### config.mk
export PLATFORM = sky130hd
export DESIGN_NAME = bit_field_overlap_checker_unit
export DESIGN_NICKNAME = d
export VERILOG_FILES = /design/src/rtl/core/bfoc_pkg.sv /design/src/rtl/core/bfoc_ram.sv /design/src/rtl/core/bit_field_overlap_checker_unit.sv
export SDC_FILE = /design/constraint.sdc
export NUM_CORES = 2
export LEC_CHECK = 0
export BUFFER_PORTS_ARGS = -buffer_cell sky130_fd_sc_hd__buf_4
export CORE_MARGIN = 2
export CORE_UTILIZATION = 30
export CTS_BUF_LIST = sky130_fd_sc_hd__clkbuf_4
export CTS_CLUSTER_SIZE = 24
export DETAILED_ROUTE_END_ITERATION = 7
export HOLD_SLACK_MARGIN = 0.05
export MAX_ROUTING_LAYER = met4
export PLACE_DENSITY_LB_ADDON = 0.12
export SLEW_MARGIN = 5
export SYNTH_ARGS = -nofsm -noshare
export SYNTH_HDL_FRONTEND = slang
export SYNTH_SLANG_ARGS = --single-unit
### constraint.sdc
create_clock -name i_clk -period 10.5 [get_ports i_clk]
set_input_delay 0.525 -clock i_clk [delete_from_list [all_inputs] [get_ports i_clk]]
set_output_delay 0.525 -clock i_clk [all_outputs]
set_load 0.02 [all_outputs]
### src/rtl/core/bfoc_pkg.sv
`timescale 1ns / 1ps

package bfoc_pkg;

    // fixed field widths of one word
    localparam int unsigned START_W = 11;
    localparam int unsigned LEN_W   = 12;
    localparam int unsigned STAT_W  = 3;
    localparam int unsigned CBYTE_W = 8;
    // sum of start and length, and byte index up to the end of a claim
    localparam int unsigned SUM_W   = 13;
    localparam int unsigned IDX_W   = 10;
    localparam int unsigned FIRST_W = START_W - 3;
    localparam int unsigned WHOLE_W = LEN_W - 3;

    localparam logic [7:0] BYTE_FULL = 8'hff;

    typedef enum logic [STAT_W-1:0] {
        STS_OK        = 3'd0,
        STS_PAST_END  = 3'd1,
        STS_UNALIGNED = 3'd2,
        STS_NOT_BYTES = 3'd3,
        STS_OVERLAP   = 3'd4,
        STS_CROSSES   = 3'd5
    } t_status;

    typedef enum logic [2:0] {
        S_CLEAR,
        S_IDLE,
        S_SCAN,
        S_MARK,
        S_SHORT_RD,
        S_SHORT_CHK,
        S_RESP
    } t_state;

endpackage

### src/rtl/core/bfoc_ram.sv
`timescale 1ns / 1ps

module bfoc_ram #(
    parameter int unsigned WIDTH = 8,
    parameter int unsigned DEPTH = 256
) (
    input  logic                     i_clk,
    input  logic                     i_we,
    input  logic [$clog2(DEPTH)-1:0] i_waddr,
    input  logic [WIDTH-1:0]         i_wdata,
    input  logic [$clog2(DEPTH)-1:0] i_raddr,
    output logic [WIDTH-1:0]         o_rdata
);

    logic [WIDTH-1:0] r_mem [DEPTH];
    logic [WIDTH-1:0] r_rdata;

    always_ff @(posedge i_clk) begin
        if (i_we) begin
            r_mem[i_waddr] <= i_wdata;
        end
        r_rdata <= r_mem[i_raddr];
    end

    assign o_rdata = r_rdata;

endmodule

### src/rtl/core/bit_field_overlap_checker_unit.sv
`timescale 1ns / 1ps
// sequence: a rejected or zero-length word goes straight to its result; a short claim
//   reads its map byte, then checks and writes it; a long claim scans its N bytes
//   and marks them all if none is taken (one read, then one written, per cycle)
// throughput: one word at a time, the next taken after its result; a last entry
//   adds a clear of the whole map
// reset: synchronous, active low; the map is cleared after reset, accepting no word
module bit_field_overlap_checker_unit #(
    parameter int unsigned MAP_BYTES = 256
) (
    input  logic                         i_clk,
    input  logic                         i_rst_n,
    input  logic                         i_valid,
    output logic                         o_stall,
    input  logic [bfoc_pkg::START_W-1:0] i_start_bit,
    input  logic [bfoc_pkg::LEN_W-1:0]   i_field_length,
    input  logic                         i_last_entry,
    output logic                         o_valid,
    input  logic                         i_stall,
    output logic [bfoc_pkg::STAT_W-1:0]  o_status,
    output logic [bfoc_pkg::CBYTE_W-1:0] o_conflict_byte
);

    import bfoc_pkg::*;

    localparam int unsigned AW = $clog2(MAP_BYTES);
    localparam logic [31:0] MAP_BITS = 32'(MAP_BYTES * 8);
    localparam logic [AW-1:0] CLR_LAST = AW'(MAP_BYTES - 1);

    t_state r_state, n_state;
    t_status r_status, n_status;
    logic [CBYTE_W-1:0] r_conflict, n_conflict;
    logic [FIRST_W-1:0] r_first, n_first;
    logic [IDX_W-1:0]   r_idx, n_idx;
    logic [IDX_W-1:0]   r_end, n_end;
    logic [7:0]         r_mask, n_mask;
    logic               r_last, n_last;
    logic               r_pend, n_pend;
    logic [IDX_W-1:0]   r_pidx, n_pidx;
    logic [AW-1:0]      r_clr, n_clr;

    logic               w_accept;
    logic [SUM_W-1:0]   w_sum;
    logic [2:0]         w_offset;
    logic [3:0]         w_short_end;
    logic [8:0]         w_ones;
    t_status            w_status;
    logic               w_long;

    logic               m_we;
    logic [AW-1:0]      m_waddr;
    logic [7:0]         m_wdata;
    logic [AW-1:0]      m_raddr;
    logic [7:0]         m_rdata;

    bfoc_ram #(
        .WIDTH(8),
        .DEPTH(MAP_BYTES)
    ) u_map (
        .i_clk  (i_clk),
        .i_we   (m_we),
        .i_waddr(m_waddr),
        .i_wdata(m_wdata),
        .i_raddr(m_raddr),
        .o_rdata(m_rdata)
    );

    assign w_accept = i_valid && !o_stall;

    // claim decode, in order of error priority
    always_comb begin
        w_sum       = SUM_W'(i_start_bit) + SUM_W'(i_field_length);
        w_offset    = i_start_bit[2:0];
        w_short_end = {1'b0, w_offset} + i_field_length[3:0];
        w_ones      = (9'd1 << i_field_length[3:0]) - 9'd1;
        w_long      = (i_field_length[LEN_W-1:3] != '0);
        if (32'(w_sum) > MAP_BITS) begin
            w_status = STS_PAST_END;
        end else if (w_long && (w_offset != 3'd0)) begin
            w_status = STS_UNALIGNED;
        end else if (w_long && (i_field_length[2:0] != 3'd0)) begin
            w_status = STS_NOT_BYTES;
        end else if (!w_long && (w_short_end > 4'd8)) begin
            w_status = STS_CROSSES;
        end else begin
            w_status = STS_OK;
        end
    end

    // next state
    always_comb begin
        n_state = r_state;
        unique case (r_state)
            S_CLEAR: begin
                if (r_clr == CLR_LAST) begin
                    n_state = S_IDLE;
                end
            end
            S_IDLE: begin
                if (w_accept) begin
                    if (w_status != STS_OK || i_field_length == '0) begin
                        n_state = S_RESP;
                    end else if (w_long) begin
                        n_state = S_SCAN;
                    end else begin
                        n_state = S_SHORT_RD;
                    end
                end
            end
            S_SCAN: begin
                if (r_pend && m_rdata != 8'd0) begin
                    n_state = S_RESP;
                end else if (r_idx == r_end) begin
                    n_state = S_MARK;
                end
            end
            S_MARK: begin
                if (r_idx == r_end) begin
                    n_state = S_RESP;
                end
            end
            S_SHORT_RD:  n_state = S_SHORT_CHK;
            S_SHORT_CHK: n_state = S_RESP;
            S_RESP: begin
                if (!i_stall) begin
                    n_state = r_last ? S_CLEAR : S_IDLE;
                end
            end
            default: n_state = S_CLEAR;
        endcase
    end

    // outputs and map port
    always_comb begin
        o_stall = 1'b1;
        o_valid = 1'b0;
        m_we    = 1'b0;
        m_waddr = AW'(r_idx);
        m_wdata = BYTE_FULL;
        m_raddr = AW'(r_idx);
        unique case (r_state)
            S_CLEAR: begin
                m_we    = 1'b1;
                m_waddr = r_clr;
                m_wdata = 8'd0;
            end
            S_IDLE: o_stall = 1'b0;
            S_SCAN: ;
            S_MARK: m_we = (r_idx != r_end);
            S_SHORT_RD: m_raddr = AW'(r_first);
            S_SHORT_CHK: begin
                m_we    = ((m_rdata & r_mask) == 8'd0);
                m_waddr = AW'(r_first);
                m_wdata = m_rdata | r_mask;
            end
            S_RESP: o_valid = 1'b1;
            default: ;
        endcase
    end

    // datapath
    always_comb begin
        n_status   = r_status;
        n_conflict = r_conflict;
        n_first    = r_first;
        n_idx      = r_idx;
        n_end      = r_end;
        n_mask     = r_mask;
        n_last     = r_last;
        n_pend     = r_pend;
        n_pidx     = r_pidx;
        n_clr      = r_clr;
        case (r_state)
            S_CLEAR: n_clr = r_clr + AW'(1);
            S_IDLE: begin
                n_clr      = '0;
                n_status   = w_status;
                n_conflict = '0;
                n_first    = i_start_bit[START_W-1:3];
                n_idx      = IDX_W'(i_start_bit[START_W-1:3]);
                n_end      = IDX_W'(i_start_bit[START_W-1:3])
                             + IDX_W'(i_field_length[LEN_W-1:3]);
                n_mask     = w_ones[7:0] << w_offset;
                n_last     = i_last_entry;
                n_pend     = 1'b0;
            end
            S_SCAN: begin
                if (r_pend && m_rdata != 8'd0) begin
                    n_status   = STS_OVERLAP;
                    n_conflict = r_pidx[CBYTE_W-1:0];
                end else if (r_idx != r_end) begin
                    // read this byte, check it next cycle
                    n_pidx = r_idx;
                    n_pend = 1'b1;
                    n_idx  = r_idx + IDX_W'(1);
                end else begin
                    n_idx = IDX_W'(r_first);
                end
            end
            S_MARK: begin
                if (r_idx != r_end) begin
                    n_idx = r_idx + IDX_W'(1);
                end
            end
            S_SHORT_CHK: begin
                if ((m_rdata & r_mask) != 8'd0) begin
                    n_status   = STS_OVERLAP;
                    n_conflict = r_first[CBYTE_W-1:0];
                end
            end
            default: ;
        endcase
    end

    always_ff @(posedge i_clk) begin
        if (!i_rst_n) begin
            r_state <= S_CLEAR;
            r_clr   <= '0;
            r_pend  <= 1'b0;
            r_last  <= 1'b0;
        end else begin
            r_state <= n_state;
            r_clr   <= n_clr;
            r_pend  <= n_pend;
            r_last  <= n_last;
        end
    end

    always_ff @(posedge i_clk) begin
        r_status   <= n_status;
        r_conflict <= n_conflict;
        r_first    <= n_first;
        r_idx      <= n_idx;
        r_end      <= n_end;
        r_mask     <= n_mask;
        r_pidx     <= n_pidx;
    end

    assign o_status        = r_status;
    assign o_conflict_byte = r_conflict;

endmodule

After elaboration in Yosys (flattened, before gate mapping)

Memories as Yosys holds them, arrays and structs flattened. A register that Yosys moved wholly into a read port is not among the register bits.
Cells that the tools add are included.

Bits in registers: 68
Memory bits (writable): 2048
Bits of input ports: 28
Logic and storage cells: 105
Memories: 1

Memory list:

| memory      | words | width | read ports | clocked after Yosys merged registers in | write ports | RTL line       | source |
|---|---|---|---|---|---|---|---|
| u_map.r_mem | 256   | 8     | 1          | 1                                       | 1           | bfoc_ram.sv:15 | `logic [WIDTH-1:0] r_mem [DEPTH];` |

$add $sub $neg: 6
Order comparisons: 2
Equal/unequal tests: 19
Shift-type cells: 2
Multiplexer cells: 36
Bitwise logic cells: 3
Reductions and logical operators: 25

Operators with widths:

| kind                                                                               | count |
|---|---|
| 8-bit one-hot mux with 2 select lines                                              | 3 |
| 3-bit 2-to-1 mux                                                                   | 14 |
| 10-bit 2-to-1 mux                                                                  | 3 |
| 10-bit one-hot mux with 3 select lines                                             | 1 |
| 8-bit 2-to-1 mux                                                                   | 3 |
| 8-bit one-hot mux with 3 select lines                                              | 1 |
| 3-bit one-hot mux with 7 select lines                                              | 1 |
| 2-bit inequality test (second input constant)                                      | 9 |
| 8-bit nonzero test                                                                 | 2 |
| 3-bit nonzero test                                                                 | 5 |
| 11-bit by 12-bit adder with 13-bit output                                          | 1 |
| 13-bit by 12-bit greater-than comparator with 1-bit output (second input constant) | 1 |
| 12-bit zero test                                                                   | 1 |
| 3-bit AND reduction                                                                | 4 |
| 10-bit by 1-bit adder with 10-bit output (second input constant)                   | 1 |
| 8-bit by 9-bit adder with 10-bit output                                            | 1 |
| 10-bit equality test                                                               | 1 |
| 10-bit inequality test                                                             | 1 |
| 3-bit equality test (second input constant)                                        | 3 |
| 3-bit one-hot mux with 3 select lines                                              | 1 |
| 9-bit nonzero test                                                                 | 1 |
| 8-bit by 1-bit adder with 8-bit output (second input constant)                     | 1 |
| 8-bit bitwise AND                                                                  | 1 |
| 8-bit equality test (second input constant)                                        | 1 |
| other kinds (20)                                                                   | 32 |

Logic depth before layout (Yosys ltp)

Depth after elaboration: 12
Mapped depth: 14

Cells and area by module

Synthesis repeated with hierarchy kept, for this count alone.

Cells, all modules: 4224
Area total of the unflattened synthesis: 84090.6 um^2

Modules (own cells, without submodules):

| module                         | instances | cells an instance | area each (um^2) | seq. area each (um^2) |
|---|---|---|---|---|
| bfoc_ram                       | 1         | 3733              | 79556.3          | 61659.1 |
| bit_field_overlap_checker_unit | 1         | 491               | 4534.3           | 1911.8 |

Worst setup path after synthesis

OpenSTA, ideal clock, no wires.

Path kind: flip-flop to flip-flop
Start point: register r_state[2]
End point: memory u_map.r_mem[0][5] (data pin)
Library setup time: 1578 ps
Arrival time: 8103 ps
Data required time: 8922 ps
Slack: 820 ps
Cell stages (with the launch flop): 8
Path buffers: 3
Path through: dfxtp_1 buf_2 inv_1 nand2_1 nor2_1 clkbuf_1 clkbuf_1 a21oi_1

Cells in the longest elaborated chain, start to end: 2
Elaborated cells on any way between the ends: 3

Ends and longest elaborated chain:

| item                                                   | RTL line                              | source |
|---|---|---|
| start, declared                                        | bit_field_overlap_checker_unit.sv:30  | `t_state r_state, n_state;` |
| start signal, assigned                                 | bit_field_overlap_checker_unit.sv:222 | `r_state <= n_state;` |
| 3-bit equality test or 3-bit zero test (tied branches) | bit_field_overlap_checker_unit.sv:141 | `unique case (r_state)` |
| 8-bit one-hot mux with 2 select lines (*)              | bit_field_overlap_checker_unit.sv:141 |  |
| via m_wdata[5]                                         | bit_field_overlap_checker_unit.sv:52  | `logic [7:0] m_wdata;` |
| end, declared                                          | bfoc_ram.sv:15                        |  |

The timed path passes the listed nets; every way through them passes the cells marked *.

Worst setup path after layout

Start point: register r_state[0]
End point: memory u_map.r_mem[42][2] (enable)

Cells in the longest elaborated chain, start to end: 4
Elaborated cells on any way between the ends: 7

Ends and longest elaborated chain:

| item                                              | RTL line                              | source |
|---|---|---|
| 3-bit equality test, or another cell as far along | bit_field_overlap_checker_unit.sv:141 |  |
| 1-bit one-hot mux with 3 select lines             | bit_field_overlap_checker_unit.sv:141 |  |
| 1-bit 2-to-1 mux                                  | bfoc_ram.sv:19                        | `if (i_we) begin` |
| 1-bit 2-to-1 mux (implied by the code)            | bfoc_ram.sv:20                        | `r_mem[i_waddr] <= i_wdata;` |

Several ways; a longest one is shown, not always the timed one.

==> flow_summary.json <==
{
  "status": "finished, final reports clean",
  "wl_um": 317000,
  "place_congestion": 0.8530,
  "met2_usage_pct": 33.48,
  "drv_slew": 0,
  "crit_required_ns": 11.41,
  "clk_latency_ns": 1.36,
  "dr.pass1.iters": 5,
  "io_pins": 41,
  "std_cell_rows": 196,
  "p_leak_nw": 32.87,
  "cts_buffers": 593,
  "final_core_util_pct": 34.62,
  "synth_cell_type_count": 77,
  "cts_buffer_depth": 4,
  "final_area_um2": 98570,
  "syn_area_um2": 85790,
  "ir_drop_mv": 0.07925,
  "cpMaxStageDelayCell": "nand3_2",
  "dpl_cell_area_um2": 90440,
  "synthTopCellsByArea": "edfxtp_1, nand2_1, nand3_1, a31oi_1, nor2_1",
  "grt.busiest_layer": "met2",
  "drive_gt1_share_pct": 15.90,
  "num-nets-final": 7110,
  "clk_pin_slew_ns": 0.06,
  "synth_seq_area_share_pct": 74.10,
  "grt_pass1_vias": 57628,
  "portBuffers": 40,
  "clock-sinks": 2124,
  "die_area_um2": 290300,
  "vias": 58153,
  "tritoncts": "done",
  "post_cts_buffers": 0,
  "dieHeight_um": 538.8,
  "via_per_inst": 5.163,
  "cpMostUsedCell": "nor2_1",
  "grt_pass1_wl_um": 443600,
  "route.detailed.drc": 0,
  "end_kind": "register",
  "yosys.area.top_type_share_pct": 73.61,
  "drv_cap": 0,
  "start_kind": "register",
  "crit_chain": "clkinv_1 > nor3_2 > buf_4 > nor2_1 > a221o_1 > nor2_1 > nand3_2 > buf_4 > nor2_1",
  "initial_core_util_pct": 30.13,
  "cts_max_level": 6,
  "use_met1_pct": 29.55,
  "path_class": "reg2reg",
  "syn_to_final_growth_pct": 14.89,
  "core-area_um2": 284700,
  "powerDensity_nw_per_um2": 172.6,
  "hp-class": "in2reg",
  "relSlewSlack_pct": 13.48,
  "antenna_found_initial": 20,
  "drtAntennaViolNets": 0,
  "path_max_fanout": 23,
  "cpPeakStageDelay_ns": 0.91,
  "fin_setup_tns_ns": 0,
  "wl_per_cell_um": 28.15,
  "grt_max_degree": 146,
  "grt.total_usage_pct": 21.91,
  "clock-root-buffer": "clkbuf_4",
  "yosys_warnings": 0,
  "ys.flop_type": "edfxtp_1",
  "setup_violations": 0,
  "fin_crit_ns": 5.939,
  "synth-seq-cells": 2124,
  "ys_async_sr_fraction_pct": 0,
  "post-route-period-util_pct": 56.56,
  "dpl.hpwl_um": 188300,
  "syn_area_per_cell_um2": 12.90,
  "grt_remaining_overflow": 0,
  "die_x_um": 538.8,
  "syn-num-nets": 6697,
  "max_freq_ghz": 0.1684,
  "cp.arrival_ns": 6.85,
  "yosys.area.top_type": "edfxtp_1",
  "tightest_slew_ns": 1.281,
  "timing.final.hold_violations": 0,
  "clock-skew-final_ns": 0.1013,
  "grtUsageMet3_pct": 3.952,
  "rsz0062_at_grt": "false",
  "synth_edf_count": 2103,
  "syn_inst": 6653,
  "drt_iter0_markers": 5643
}
==> cells in the final DEF, fill, tap and decap left out, types with 10 or more instances in the layout <==
cell / count
edfxtp_1: 2103
nand2_1: 1942
clkbuf_4: 877
nand3_1: 610
nor2_1: 349
a31oi_1: 213
buf_4: 168
nand4_1: 149
a21oi_1: 105
and3_1: 95
clkinv_1: 91
mux2i_1: 77
dlygate4sd3_1: 63
a32oi_1: 46
o21ai_0: 43
nor4_1: 31
o2111ai_1: 28
a41oi_1: 28
nor3_1: 23
a22oi_1: 23
dfxtp_1: 21
o22ai_1: 20
xor2_1: 19
inv_2: 19
a21o_1: 18
a311oi_1: 17
xnor2_1: 16
buf_12: 16
and2_1: 14
o211ai_1: 14
ha_1: 14
nor2b_1: 12
a221oi_1: 12
diode_2: 11
a21oi_4: 11
bufinv_16: 11
clkinv_2: 11
nand3_4: 10
==> state kept, by name, indices dropped and copies added, names as in the netlist, 8 cells and up <==
| name | count |
|---|---|
| r_clr | 8 |
| r_mask | 8 |
| r_first | 8 |
| o_conflict_byte | 8 |
| r_idx | 10 |
| r_end | 10 |
| u_map.o_rdata | 8 |
| u_map.r_mem | 2048 |
| r_pidx | 8 |
==> cell usage after synthesis (9+ instances only) <==
| master | number |
|---|---|
| a41oi_1 | 28 |
| a22oi_1 | 23 |
| edfxtp_1 | 2103 |
| and3_1 | 95 |
| nor4_1 | 34 |
| a21oi_1 | 113 |
| a311oi_1 | 17 |
| buf_4 | 31 |
| o21ai_0 | 43 |
| nand2_1 | 1949 |
| clkbuf_1 | 164 |
| a221oi_1 | 12 |
| nor2b_1 | 12 |
| mux2i_1 | 78 |
| ha_1 | 14 |
| nor3_1 | 24 |
| nor2_1 | 354 |
| buf_1 | 30 |
| nand4_1 | 149 |
| a21o_1 | 21 |
| inv_1 | 9 |
| o22ai_1 | 20 |
| buf_6 | 10 |
| dfxtp_1 | 21 |
| o211ai_1 | 14 |
| xor2_1 | 19 |
| o2111ai_1 | 28 |
| and2_1 | 14 |
| a32oi_1 | 46 |
| xnor2_1 | 16 |
| nand3_1 | 626 |
| a31oi_1 | 214 |
| buf_2 | 194 |
==> final timing paths <==
path | from | end | slack, ns | cells after the start
max | r_state[0] | u_map.r_mem[42][2] | 4.56 | 9
min | i_start_bit[2] | r_mask[6] | 0.21 | 4
max reg2reg | r_state[0] | u_map.r_mem[42][2] | 4.56 | 9
min reg2reg | r_pend | r_pend | 0.53 | 2
==> worst max-delay path: cells and delay by family, from the launching register on <==
kind / cells / cell delay, ns
simple gates: 5 / 2.92
buf+inv: 3 / 1.40
flops: 1 / 0.82
compound gates: 1 / 0.38
==> power breakdown <==
part	switching, mW	internal, mW	leakage (nW)
Sequential	0.00391	9.19	17.5
Clock	3.58	4.08	4.47
Combinational	0.105	0.0579	10.9
==> stage by stage <==
step,instances,hold WS [ns],total power [mW],setup WS [ns]
global placement,10170,0.4649,9.517,4.872
global route,11259,0.2027,17.66,4.225
CTS,11252,0.05269,17.22,4.581
finish,11263,0.2143,17.01,4.561
detailed placement,10170,0.4701,9.518,4.563
floorplan,6653,0.4206,9.444,0.8198
==> cell families after synthesis <==
family	count (synthesis)	share of synthesized area, %
compound gates	654	5.263
xor+xnor	35	0.3573
simple gates	3293	16.41
buf+inv	439	2.427
fa+ha+maj	16	0.2508
flops	2124	74.10
mux	92	1.199
==> timing repair <==
item	4_1_cts	5_1_grt
resized for setup	0	0
endpoints found under the hold margin	50	0
hold buffers	63	0
==> metal layers <==
layer | up-vias | wire [um]
met3 | 449 | 20020
met4 | 0 | 8682
met2 | 2188 | 146200
li1 | 25761 | -
met5 | - | 0
met1 | 29755 | 142200
==> area by class of cell <==
class / instances / area [um2]
Multi-Input combinational cell: 4090 / 20550
Clock buffer: 877 / 6584
Fill cell: 28236 / 186200
Tap cell: 3762 / 4707
Clock inverter: 142 / 882.1
Inverter: 10 / 37.54
Antenna cell: 11 / 27.53
Timing Repair Buffer: 247 / 2212
Sequential cell: 2124 / 63570
(Power assumes the default switching activity.)
